**config.mk**
```make
export PLATFORM = sky130hd
export DESIGN_NAME = matrix_keypad_scanner
export DESIGN_NICKNAME = d
export VERILOG_FILES = /design/src/sv/mkps_pkg.sv /design/src/sv/mkps_fifo.sv /design/src/sv/matrix_keypad_scanner.sv
export SDC_FILE = /design/constraint.sdc
export NUM_CORES = 1
export LEC_CHECK = 0
export ABC_AREA = 1
export BUFFER_PORTS_ARGS = -buffer_cell sky130_fd_sc_hd__buf_2
export CAP_MARGIN = 25
export CORE_MARGIN = 4
export CORE_UTILIZATION = 53
export CTS_BUF_LIST = sky130_fd_sc_hd__clkbuf_8
export CTS_CLUSTER_SIZE = 20
export DETAILED_ROUTE_END_ITERATION = 7
export MAX_ROUTING_LAYER = met4
export PLACE_DENSITY = 0.82
export SLEW_MARGIN = 20
export SYNTH_ARGS = -nofsm -noshare
export SYNTH_HDL_FRONTEND = slang
export SYNTH_SLANG_ARGS = --single-unit
```
**constraint.sdc**
```tcl
create_clock -name clock -period 2.8 [get_ports clock]
set_clock_uncertainty 0.05 [all_clocks]
set_input_delay 0.56 -clock clock [delete_from_list [all_inputs] [get_ports clock]]
set_output_delay 0.56 -clock clock [all_outputs]
set_load 0.03 [all_outputs]
```
**src/sv/mkps_pkg.sv**
```systemverilog
`default_nettype none
// ----------------------------------------------------------------------------
// mkps_pkg
// Types, constants and helpers shared by the keypad scanner modules.
// ----------------------------------------------------------------------------
package mkps_pkg;

   localparam int FIFO_DEPTH_DEFAULT = 16;

   localparam logic [7:0] DEBOUNCE_RESET = 8'd40;

   // Per-row last-key code: 0..15 is a key, 16 means no key
   localparam int          KEY_CODE_W  = 5;
   localparam logic [4:0]  NO_KEY_CODE = 5'd16;

   localparam int NUM_ROWS = 4;

   // Register indexes on the CSR port (byte address = 4 * index)
   localparam logic REG_DEBOUNCE_TICKS = 1'b0;

   typedef enum logic {
      MODE_TICK = 1'b0,
      MODE_POP  = 1'b1
   } mode_type;

   typedef struct packed {
      logic empty;
      logic full;
   } fifo_status_type;

   // Column number for exactly one low line, otherwise NO_KEY_CODE
   function automatic logic [4:0] decode_columns(input logic [3:0] lines);
      logic [4:0] col;
      unique case (lines)
         4'b1110: col = 5'd0;
         4'b1101: col = 5'd1;
         4'b1011: col = 5'd2;
         4'b0111: col = 5'd3;
         default: col = NO_KEY_CODE;
      endcase
      return col;
   endfunction

endpackage
`default_nettype wire

```
**src/sv/mkps_fifo.sv**
```systemverilog
`default_nettype none
// ----------------------------------------------------------------------------
// mkps_fifo
// Key FIFO: circular buffer with one slot kept free, registered read data.
// ----------------------------------------------------------------------------
module mkps_fifo #(
   parameter int FIFO_DEPTH = mkps_pkg::FIFO_DEPTH_DEFAULT
) (
   input  wire                       clock,
   input  wire                       reset,
   input  wire                       push_en,
   input  wire [3:0]                 push_key,
   input  wire                       pop_en,
   output logic [3:0]                pop_key,
   output mkps_pkg::fifo_status_type status
);

   localparam int PTR_W = (FIFO_DEPTH > 1) ? $clog2(FIFO_DEPTH) : 1;
   localparam logic [PTR_W-1:0] LAST_PTR = PTR_W'(FIFO_DEPTH - 1);

   logic [3:0]       mem [FIFO_DEPTH];
   logic [PTR_W-1:0] wr_ptr_ff, wr_ptr_in;
   logic [PTR_W-1:0] rd_ptr_ff, rd_ptr_in;
   logic [PTR_W-1:0] wr_ptr_next;
   logic [PTR_W-1:0] rd_ptr_next;
   logic [3:0]       rd_data_ff;

   assign wr_ptr_next = (wr_ptr_ff == LAST_PTR) ? '0 : wr_ptr_ff + PTR_W'(1);
   assign rd_ptr_next = (rd_ptr_ff == LAST_PTR) ? '0 : rd_ptr_ff + PTR_W'(1);

   assign status.empty = (rd_ptr_ff == wr_ptr_ff);
   assign status.full  = (wr_ptr_next == rd_ptr_ff);

   always_comb begin
      wr_ptr_in = push_en ? wr_ptr_next : wr_ptr_ff;
      rd_ptr_in = pop_en  ? rd_ptr_next : rd_ptr_ff;
   end

   always_ff @(posedge clock) begin
      if (reset) begin
         wr_ptr_ff <= '0;
         rd_ptr_ff <= '0;
      end else begin
         wr_ptr_ff <= wr_ptr_in;
         rd_ptr_ff <= rd_ptr_in;
      end
   end

   always_ff @(posedge clock) begin
      if (push_en) begin
         mem[wr_ptr_ff] <= push_key;
      end
   end

   // read data only moves on a pop, so it holds while the response stalls
   always_ff @(posedge clock) begin
      if (pop_en) begin
         rd_data_ff <= mem[rd_ptr_ff];
      end
   end

   assign pop_key = rd_data_ff;

endmodule
`default_nettype wire

```
**src/sv/matrix_keypad_scanner.sv**
```systemverilog
`default_nettype none
// ----------------------------------------------------------------------------
// matrix_keypad_scanner
// 4x4 key matrix scanner with debounce hold-off and a key FIFO.
// ----------------------------------------------------------------------------
// Each request is a tick (tuser = 0, tdata[3:0] = active-low column lines of
// the newly selected row) or a pop (tuser = 1). Every request gives exactly
// one response, in the cycle after it is accepted; a request can be taken every
// cycle, and while the response register is full a new request is taken in
// the same cycle the waiting response leaves. A tick with a non-zero
// hold-off count only counts down; otherwise the row advances and a change of
// that row's key reloads the hold-off and, for a real key, pushes it into
// the FIFO (or drops it and flags key_dropped when the FIFO is full). The
// FIFO holds FIFO_DEPTH-1 keys. debounce_ticks sits at CSR byte address 0.
module matrix_keypad_scanner #(
   parameter int FIFO_DEPTH = mkps_pkg::FIFO_DEPTH_DEFAULT
) (
   input  wire         clock,
   input  wire         reset,
   // request channel
   input  wire         req_tvalid,
   output logic        req_tready,
   input  wire  [7:0]  req_tdata,   // [3:0] column_lines, [7:4] zero
   input  wire         req_tuser,   // [0] mode
   // response channel
   output logic        rsp_tvalid,
   input  wire         rsp_tready,
   output logic [7:0]  rsp_tdata,   // [1:0] row_select, [5:2] pop_key,
                                    // [6] key_dropped, [7] zero
   output logic        rsp_tuser,   // [0] pop_valid
   // CSR port
   input  wire         csr_psel,
   input  wire         csr_penable,
   input  wire         csr_pwrite,
   input  wire  [2:0]  csr_paddr,
   input  wire  [31:0] csr_pwdata,
   output logic [31:0] csr_prdata,
   output logic        csr_pready
);

   logic [7:0] debounce_ff;
   logic       csr_wr;

   logic [1:0]                        row_ff, row_in, row_next;
   logic [mkps_pkg::KEY_CODE_W-1:0]   last_key_ff [mkps_pkg::NUM_ROWS];
   logic [7:0]                        holdoff_ff, holdoff_in;

   logic                      accept;
   mkps_pkg::mode_type        mode;
   logic                      is_tick, scan, changed, push_req, push_en, pop_en;
   logic [4:0]                col;
   logic [4:0]                key;
   mkps_pkg::fifo_status_type fifo_status;
   logic [3:0]                fifo_key;

   logic       rsp_valid_ff;
   logic [1:0] row_select_ff;
   logic       pop_valid_ff, pop_valid_in;
   logic       dropped_ff, dropped_in;

   // ---------------- CSR ----------------
   assign csr_pready = 1'b1;
   assign csr_wr = csr_psel & csr_penable & csr_pwrite & csr_pready
                   & (csr_paddr[2] == mkps_pkg::REG_DEBOUNCE_TICKS);
   assign csr_prdata = (csr_paddr[2] == mkps_pkg::REG_DEBOUNCE_TICKS)
                       ? {24'd0, debounce_ff} : 32'd0;

   always_ff @(posedge clock) begin
      if (reset) begin
         debounce_ff <= mkps_pkg::DEBOUNCE_RESET;
      end else if (csr_wr) begin
         debounce_ff <= csr_pwdata[7:0];
      end
   end

   // ---------------- scan logic ----------------
   assign req_tready = ~rsp_valid_ff | rsp_tready;
   assign accept     = req_tvalid & req_tready;
   assign mode       = mkps_pkg::mode_type'(req_tuser);

   assign is_tick  = accept & (mode == mkps_pkg::MODE_TICK);
   assign pop_en   = accept & (mode == mkps_pkg::MODE_POP) & ~fifo_status.empty;
   assign scan     = is_tick & (holdoff_ff == 8'd0);
   assign row_next = row_ff + 2'd1;
   assign col      = mkps_pkg::decode_columns(req_tdata[3:0]);
   // key = column + 4*row
   assign key      = (col == mkps_pkg::NO_KEY_CODE) ? mkps_pkg::NO_KEY_CODE
                                                    : {1'b0, row_next, col[1:0]};
   assign changed  = scan & (key != last_key_ff[row_next]);
   assign push_req = changed & (key != mkps_pkg::NO_KEY_CODE);
   assign push_en  = push_req & ~fifo_status.full;

   always_comb begin
      row_in       = scan ? row_next : row_ff;
      holdoff_in   = holdoff_ff;
      if (is_tick && holdoff_ff != 8'd0) begin
         holdoff_in = holdoff_ff - 8'd1;
      end else if (changed) begin
         holdoff_in = debounce_ff;
      end
      pop_valid_in = pop_en;
      dropped_in   = push_req & fifo_status.full;
   end

   always_ff @(posedge clock) begin
      if (reset) begin
         row_ff     <= '0;
         holdoff_ff <= '0;
         for (int i = 0; i < mkps_pkg::NUM_ROWS; i++) begin
            last_key_ff[i] <= mkps_pkg::NO_KEY_CODE;
         end
      end else begin
         row_ff     <= row_in;
         holdoff_ff <= holdoff_in;
         if (changed) begin
            last_key_ff[row_next] <= key;
         end
      end
   end

   mkps_fifo #(
      .FIFO_DEPTH (FIFO_DEPTH)
   ) u_fifo (
      .clock    (clock),
      .reset    (reset),
      .push_en  (push_en),
      .push_key (key[3:0]),
      .pop_en   (pop_en),
      .pop_key  (fifo_key),
      .status   (fifo_status)
   );

   // ---------------- response register ----------------
   always_ff @(posedge clock) begin
      if (reset) begin
         rsp_valid_ff <= 1'b0;
      end else if (accept) begin
         rsp_valid_ff <= 1'b1;
      end else if (rsp_tready) begin
         rsp_valid_ff <= 1'b0;
      end
   end

   always_ff @(posedge clock) begin
      if (accept) begin
         row_select_ff <= row_in;
         pop_valid_ff  <= pop_valid_in;
         dropped_ff    <= dropped_in;
      end
   end

   assign rsp_tvalid = rsp_valid_ff;
   assign rsp_tuser  = pop_valid_ff;
   assign rsp_tdata  = {1'b0, dropped_ff, (pop_valid_ff ? fifo_key : 4'd0), row_select_ff};

endmodule
`default_nettype wire
```
### After elaboration in Yosys (flattened, before gate mapping)

Memory sizes are Yosys's and may differ from the RTL's. A register that Yosys moved wholly into a read port is not among the register bits.
Cells that the tools add are included.

| storage, ports and cells | value |
|---|---|
| register bits after elaboration | 31 |
| bits in writable memories | 84 |
| logic and storage cells | 71 |
| memories | 2 |

| operators by class | value |
|---|---|
| add/subtract/negate cells | 4 |
| equality and inequality tests | 11 |
| multiplexer cells | 21 |
| bitwise gates (word level) | 18 |
| reductions and logical operators | 6 |

Memory list:

| memory | depth | width | rd ports | clocked after memory_dff | write ports | line | RTL |
|---|---|---|---|---|---|---|---|
| u_fifo.mem | 16 | 4 | 1 | 1 | 1 | mkps_fifo.sv:21 | `logic [3:0] mem [FIFO_DEPTH];` |
| last_key_ff | 4 | 5 | 1 | 0 | 4 | matrix_keypad_scanner.sv:45 | `logic [mkps_pkg::KEY_CODE_W-1:0] last_key_ff [mkps_pkg::NUM_ROWS];` |

Operators with widths:

| operator | count |
|---|---|
| $mux 8 | 3 |
| $eq 4x4->1 const B | 5 |
| $pmux 5 s4 | 1 |
| $and 1x1->1 | 12 |
| $mux 4 | 3 |
| $mux 1 | 10 |
| $mux 5 | 2 |
| $add 4x1->4 const B | 2 |
| $eq 4x4->1 | 2 |
| $logic_not 8->1 | 1 |
| $reduce_bool 8->1 | 1 |
| $sub 8x1->8 const B | 1 |
| $eq 5x5->1 const B | 1 |
| $ne 5x5->1 | 1 |
| $ne 5x5->1 const B | 1 |
| $not 1->1 | 5 |
| $reduce_or 5->1 | 1 |
| $eq 4x3->1 const B | 1 |
| $mux 2 | 2 |
| $reduce_bool 2->1 | 2 |
| $add 2x1->2 const B | 1 |
| $logic_and 1x1->1 | 1 |
| $or 1x1->1 | 1 |

### Logic depth before layout (Yosys ltp)

| logic depth | value |
|---|---|
| word-level depth | 11 |
| gate-level depth with buffers | 16 |
| depth with buffers taken out | 15 |

### Hierarchy

From an unflattened synthesis, not the netlist that was laid out.

| second synthesis, totals | value |
|---|---|
| cell total of the unflattened synthesis | 725 |
| area, all modules | 6192.2 um2 |

Modules (own cells, without submodules):

| module | times used | cells an instance | area each (um2) | seq. area each (um2) |
|---|---|---|---|---|
| mkps_fifo | 1 | 378 | 3528.4 | 2202.1 |
| matrix_keypad_scanner | 1 | 347 | 2663.8 | 1101.1 |

### Worst setup path before layout

No wires, ideal clock.

| timing | value |
|---|---|
| path type | input to register |
| start point | in req_tdata[0] |
| end point | mem last_key_ff[0][0] in the netlist's numbering, enable pin |
| library setup time | 0.376 ns |
| arrival | 2.370 ns |
| data required time | 2.374 ns |
| slack | 0.004 ns |
| stages | 11 |
| buffers on the path | 1 |
| cell sequence | nand2_1 inv_1 nand2_1 nor2_1 nand3_1 nand3_2 nor2_4 nand2_4 nand2_8 buf_12 o31ai_1 |

RTL lines:

| element | line | RTL |
|---|---|---|
| start, declared | matrix_keypad_scanner.sv:23 | `input wire [7:0] req_tdata,` |
| end, declared | matrix_keypad_scanner.sv:45 |  |

### Final worst setup path

| timing | value |
|---|---|
| start point | reg u_fifo.wr_ptr_ff[1] |
| end point | mem u_fifo.mem[12][0], enable pin |

| on the way | value |
|---|---|
| longest elaborated chain between the ends | 7 |

RTL lines:

| element | line | RTL |
|---|---|---|
| start, declared | mkps_fifo.sv:22 | `logic [PTR_W-1:0] wr_ptr_ff, wr_ptr_in;` |
| start signal, assigned | mkps_fifo.sv:44 | `wr_ptr_ff <= wr_ptr_in;` |
| $add 4x1->4 or $eq 4x4->1 (tied branches) | mkps_fifo.sv:28 | `assign wr_ptr_next = (wr_ptr_ff == LAST_PTR) ? '0 : wr_ptr_ff + PTR_W'(1);` |
| $mux 4 | mkps_fifo.sv:28 |  |
| $eq 4x4->1 | mkps_fifo.sv:32 | `assign status.full = (wr_ptr_next == rd_ptr_ff);` |
| $not 1->1 | matrix_keypad_scanner.sv:91 | `assign push_en = push_req & ~fifo_status.full;` |
| $and 1x1->1 | matrix_keypad_scanner.sv:91 |  |
| $mux 1 | mkps_fifo.sv:50 | `if (push_en) begin` |
| $mux 1 (not written as such) | mkps_fifo.sv:51 | `mem[wr_ptr_ff] <= push_key;` |
| end, declared | mkps_fifo.sv:21 |  |

Several ways; a longest one is shown, not always the timed one.

==> impl_metrics.json <==
{
  "status": "completed",
  "reg2reg_slack_ps": 230,
  "grt_max_degree": 37,
  "yosysSeqAreaShare_pct": 56.5,
  "period_needed_ps": 2570,
  "whs_endpoint": "debounce_ff[3]",
  "antenna_found_initial": 0,
  "leakagePower_nw": 2.72,
  "syn_area_mm2": 0.00584,
  "antenna_left": 0,
  "cap_violations": 0,
  "min_path_cells": 3,
  "yosys.area_share.simple_pct": 21.1,
  "synth-compound-area-share_pct": 8.14,
  "worst_pin_slew_ps": 718,
  "die-area_mm2": 0.0128,
  "cts.clk_slew.worst_paths_ps": 70,
  "reg2reg_to": "u_fifo.mem[12][0]",
  "crit_arrival_ps": 2670,
  "utilization_pct": 60.8,
  "ys_warn_count": 0,
  "cp_max_fo": 24,
  "postRouteWirelength_um": 12200,
  "fin_hold_ws_ps": 303,
  "irDropWorstVdd_mv": 0.469,
  "hpwlAfterDp_um": 8190,
  "grt-ovfl-total": 0,
  "syn_to_final_growth_pct": 12.3,
  "rows": 38,
  "synthXorXnorAreaFrac_pct": 1.80,
  "worstReg2RegStart": "u_fifo.wr_ptr_ff[1]",
  "drive_above_1_share_pct": 17.7,
  "synth_cell_types": 46,
  "max-clock-path-buffers": 2,
  "drt_first_pass_iters": 4,
  "numClockSinks": 119,
  "ys_seq_elements": 119,
  "place_ws_ps": 45.2,
  "hold_viol": 0,
  "antenna_cells": 0,
  "cts.repair.resized": 0,
  "clock-root-buffer": "clkbuf_8",
  "place_area_mm2": 0.00616,
  "setup_slack_ps": 231,
  "ctsHoldBuffers": 0,
  "synth.mux.area_fraction_pct": 1.03,
  "cts_made_buffers": 17,
  "final_area_mm2": 0.00656,
  "maxSlewHeadroom_pct": 52.1,
  "rsz0062_at_grt": "no",
  "required_ps": 2900,
  "min_path_type": "in -> reg",
  "cellPowerDensity_mw_per_mm2": 749,
  "final_cell_mix": "nand2_1 (109), edfxtp_1 (92), nor2_1 (81)",
  "boundaryPins": 95,
  "start_util_pct": 54.1,
  "endpoint_kind": "flop",
  "num_vias": 4322,
  "cp-start-kind": "flop",
  "io_buffers": 38,
  "synth_top_family_by_area": "simple AND/OR/NAND/NOR gates",
  "setup_viol_count_final": 0,
  "post_drt_wl_per_cell_um": 15.0,
  "hold_start": "csr_pwdata[3]",
  "post_drt_via_cell_ratio": 5.31,
  "cts_setup_buffers": 0,
  "nNetsFinal": 719,
  "route.detailed.drc": 0,
  "max_freq_ghz": 0.389,
  "grt_usage_pct": 20.5,
  "cts_tree": "built",
  "grt_pass1_vias": 4250,
  "drtIter0Drc": 375,
  "drv_slew": 0,
  "syn_area_per_cell_um2": 9.74,
  "place.gp.congestion": 0.886,
  "slowest_stage": "dfxtp_1",
  "coreArea_mm2": 0.0108,
  "clk_latency_ps": 430,
  "synthCells": 600,
  "slowest_delay_ps": 440,
  "crit_chain": "ha_1 > clkinv_1 > o21ai_1 > xor2_1 > nor2_1 > nand2_1 > nand4_4 > nor3_1 > buf_4",
  "tns_ps": 0,
  "grt_pass1_wl_um": 20200,
  "finalCritPeriodShare_pct": 91.8,
  "worstSetupPathType": "reg -> reg",
  "die_h_um": 113,
  "ff2ff_path_depth": 9,
  "final_common_cell": "nand2_1",
  "synthAdderAreaFrac_pct": 1.50,
  "die_x_um": 113,
  "htreeDepth": 4
}
[where the power goes]
part	internal, mW	total [mW]	switching (mW)
combinational	0.400	1.24	0.843
sequential	2.02	2.10	0.0781
clock	0.867	1.57	0.703
[logic make-up after synthesis]
logic type / Yosys count
AND/OR/NAND/NOR: 268
AO/OA/AOI/OAI: 76
multiplexers: 6
adder cells (fa/ha/maj): 7
flip-flops: 119
buffers and inverters: 110
XOR/XNOR: 12
other: 2
[worst max-delay path: cells and delay by family, from the launching register on]
kind | cells | cell delay (ps)
AOI/OAI and AO/OA | 1 | 230
DFF | 1 | 440
buffers and inverters | 2 | 350
xor gates and xnor gates | 1 | 170
and+or+nand+nor | 4 | 810
adders and majority gates | 1 | 230
[sequential cells by signal, indices dropped and copies added (netlist names)]
name              flops
dropped_ff            1
u_fifo.rd_ptr_ff      4
debounce_ff           8
last_key_ff          20
u_fifo.mem           64
row_ff                2
rsp_tvalid            1
u_fifo.pop_key        4
rsp_tuser             1
row_select_ff         2
u_fifo.wr_ptr_ff      4
holdoff_ff            8
[metal layers]
metal | wire length [um] | global-route usage, % | vias up | share of wire (%)
li1 | - | - | 2094 | -
met1 | 5010 | 24.8 | 2025 | 41
met2 | 6110 | 33.4 | 172 | 50
met3 | 759 | 4.22 | 31 | 6.2
met4 | 329 | 8.73 | 0 | 2.7
met5 | 0 | - | - | 0
[synthesized netlist by cell type (all sizes together)]
cell type | number | area (um^2)
xnor2 | 6 | 52.6
mux2i | 6 | 60.1
nor3b | 2 | 15.0
dfxtp | 27 | 541
nand4 | 9 | 71.3
and3 | 2 | 12.5
o32ai | 10 | 87.6
a21oi | 18 | 101
clkinv | 1 | 3.75
nor2 | 85 | 339
conb | 2 | 7.51
inv | 59 | 224
o221ai | 6 | 52.6
nand3 | 28 | 178
a31oi | 3 | 18.8
ha | 7 | 87.6
buf | 37 | 284
clkbuf | 13 | 58.8
nor3 | 22 | 110
xor2 | 6 | 52.6
o21ai | 31 | 155
o21a | 2 | 15.0
o31ai | 1 | 7.51
o211ai | 4 | 30.0
or2 | 1 | 6.26
nor4 | 2 | 12.5
edfxtp | 92 | 2760
nand2 | 117 | 488
o21bai | 1 | 7.51
[worst max path at each step]
stage	start	depth (start not counted)	endpoint
2_1_floorplan	req_tdata[0]	11	last_key_ff[0][0]
3_3_place_gp	req_tdata[3]	13	u_fifo.mem[5][3]
3_5_place_dp	req_tdata[3]	13	u_fifo.mem[5][3]
4_1_cts	u_fifo.wr_ptr_ff[1]	9	u_fifo.mem[12][0]
5_1_grt	row_ff[1]	13	u_fifo.mem[10][2]
6_report	u_fifo.wr_ptr_ff[1]	9	u_fifo.mem[12][0]
[layout make-up]
type / count / area [um^2]
Multi-Input combinational cell: 399 / 2070
Sequential cell: 119 / 3300
Tap cell: 140 / 175
Clock buffer: 17 / 234
Inverter: 60 / 228
Clock inverter: 15 / 164
Fill cell: 845 / 4230
Timing Repair Buffer: 64 / 385
[stage by stage]
step	total power, mW	std cells
2_1_floorplan	3.15	628
3_3_place_gp	3.31	782
3_5_place_dp	3.35	782
4_1_cts	4.91	814
5_1_grt	5.17	814
6_report	4.92	814
No activity file was read; power rests on OpenSTA's default activity.
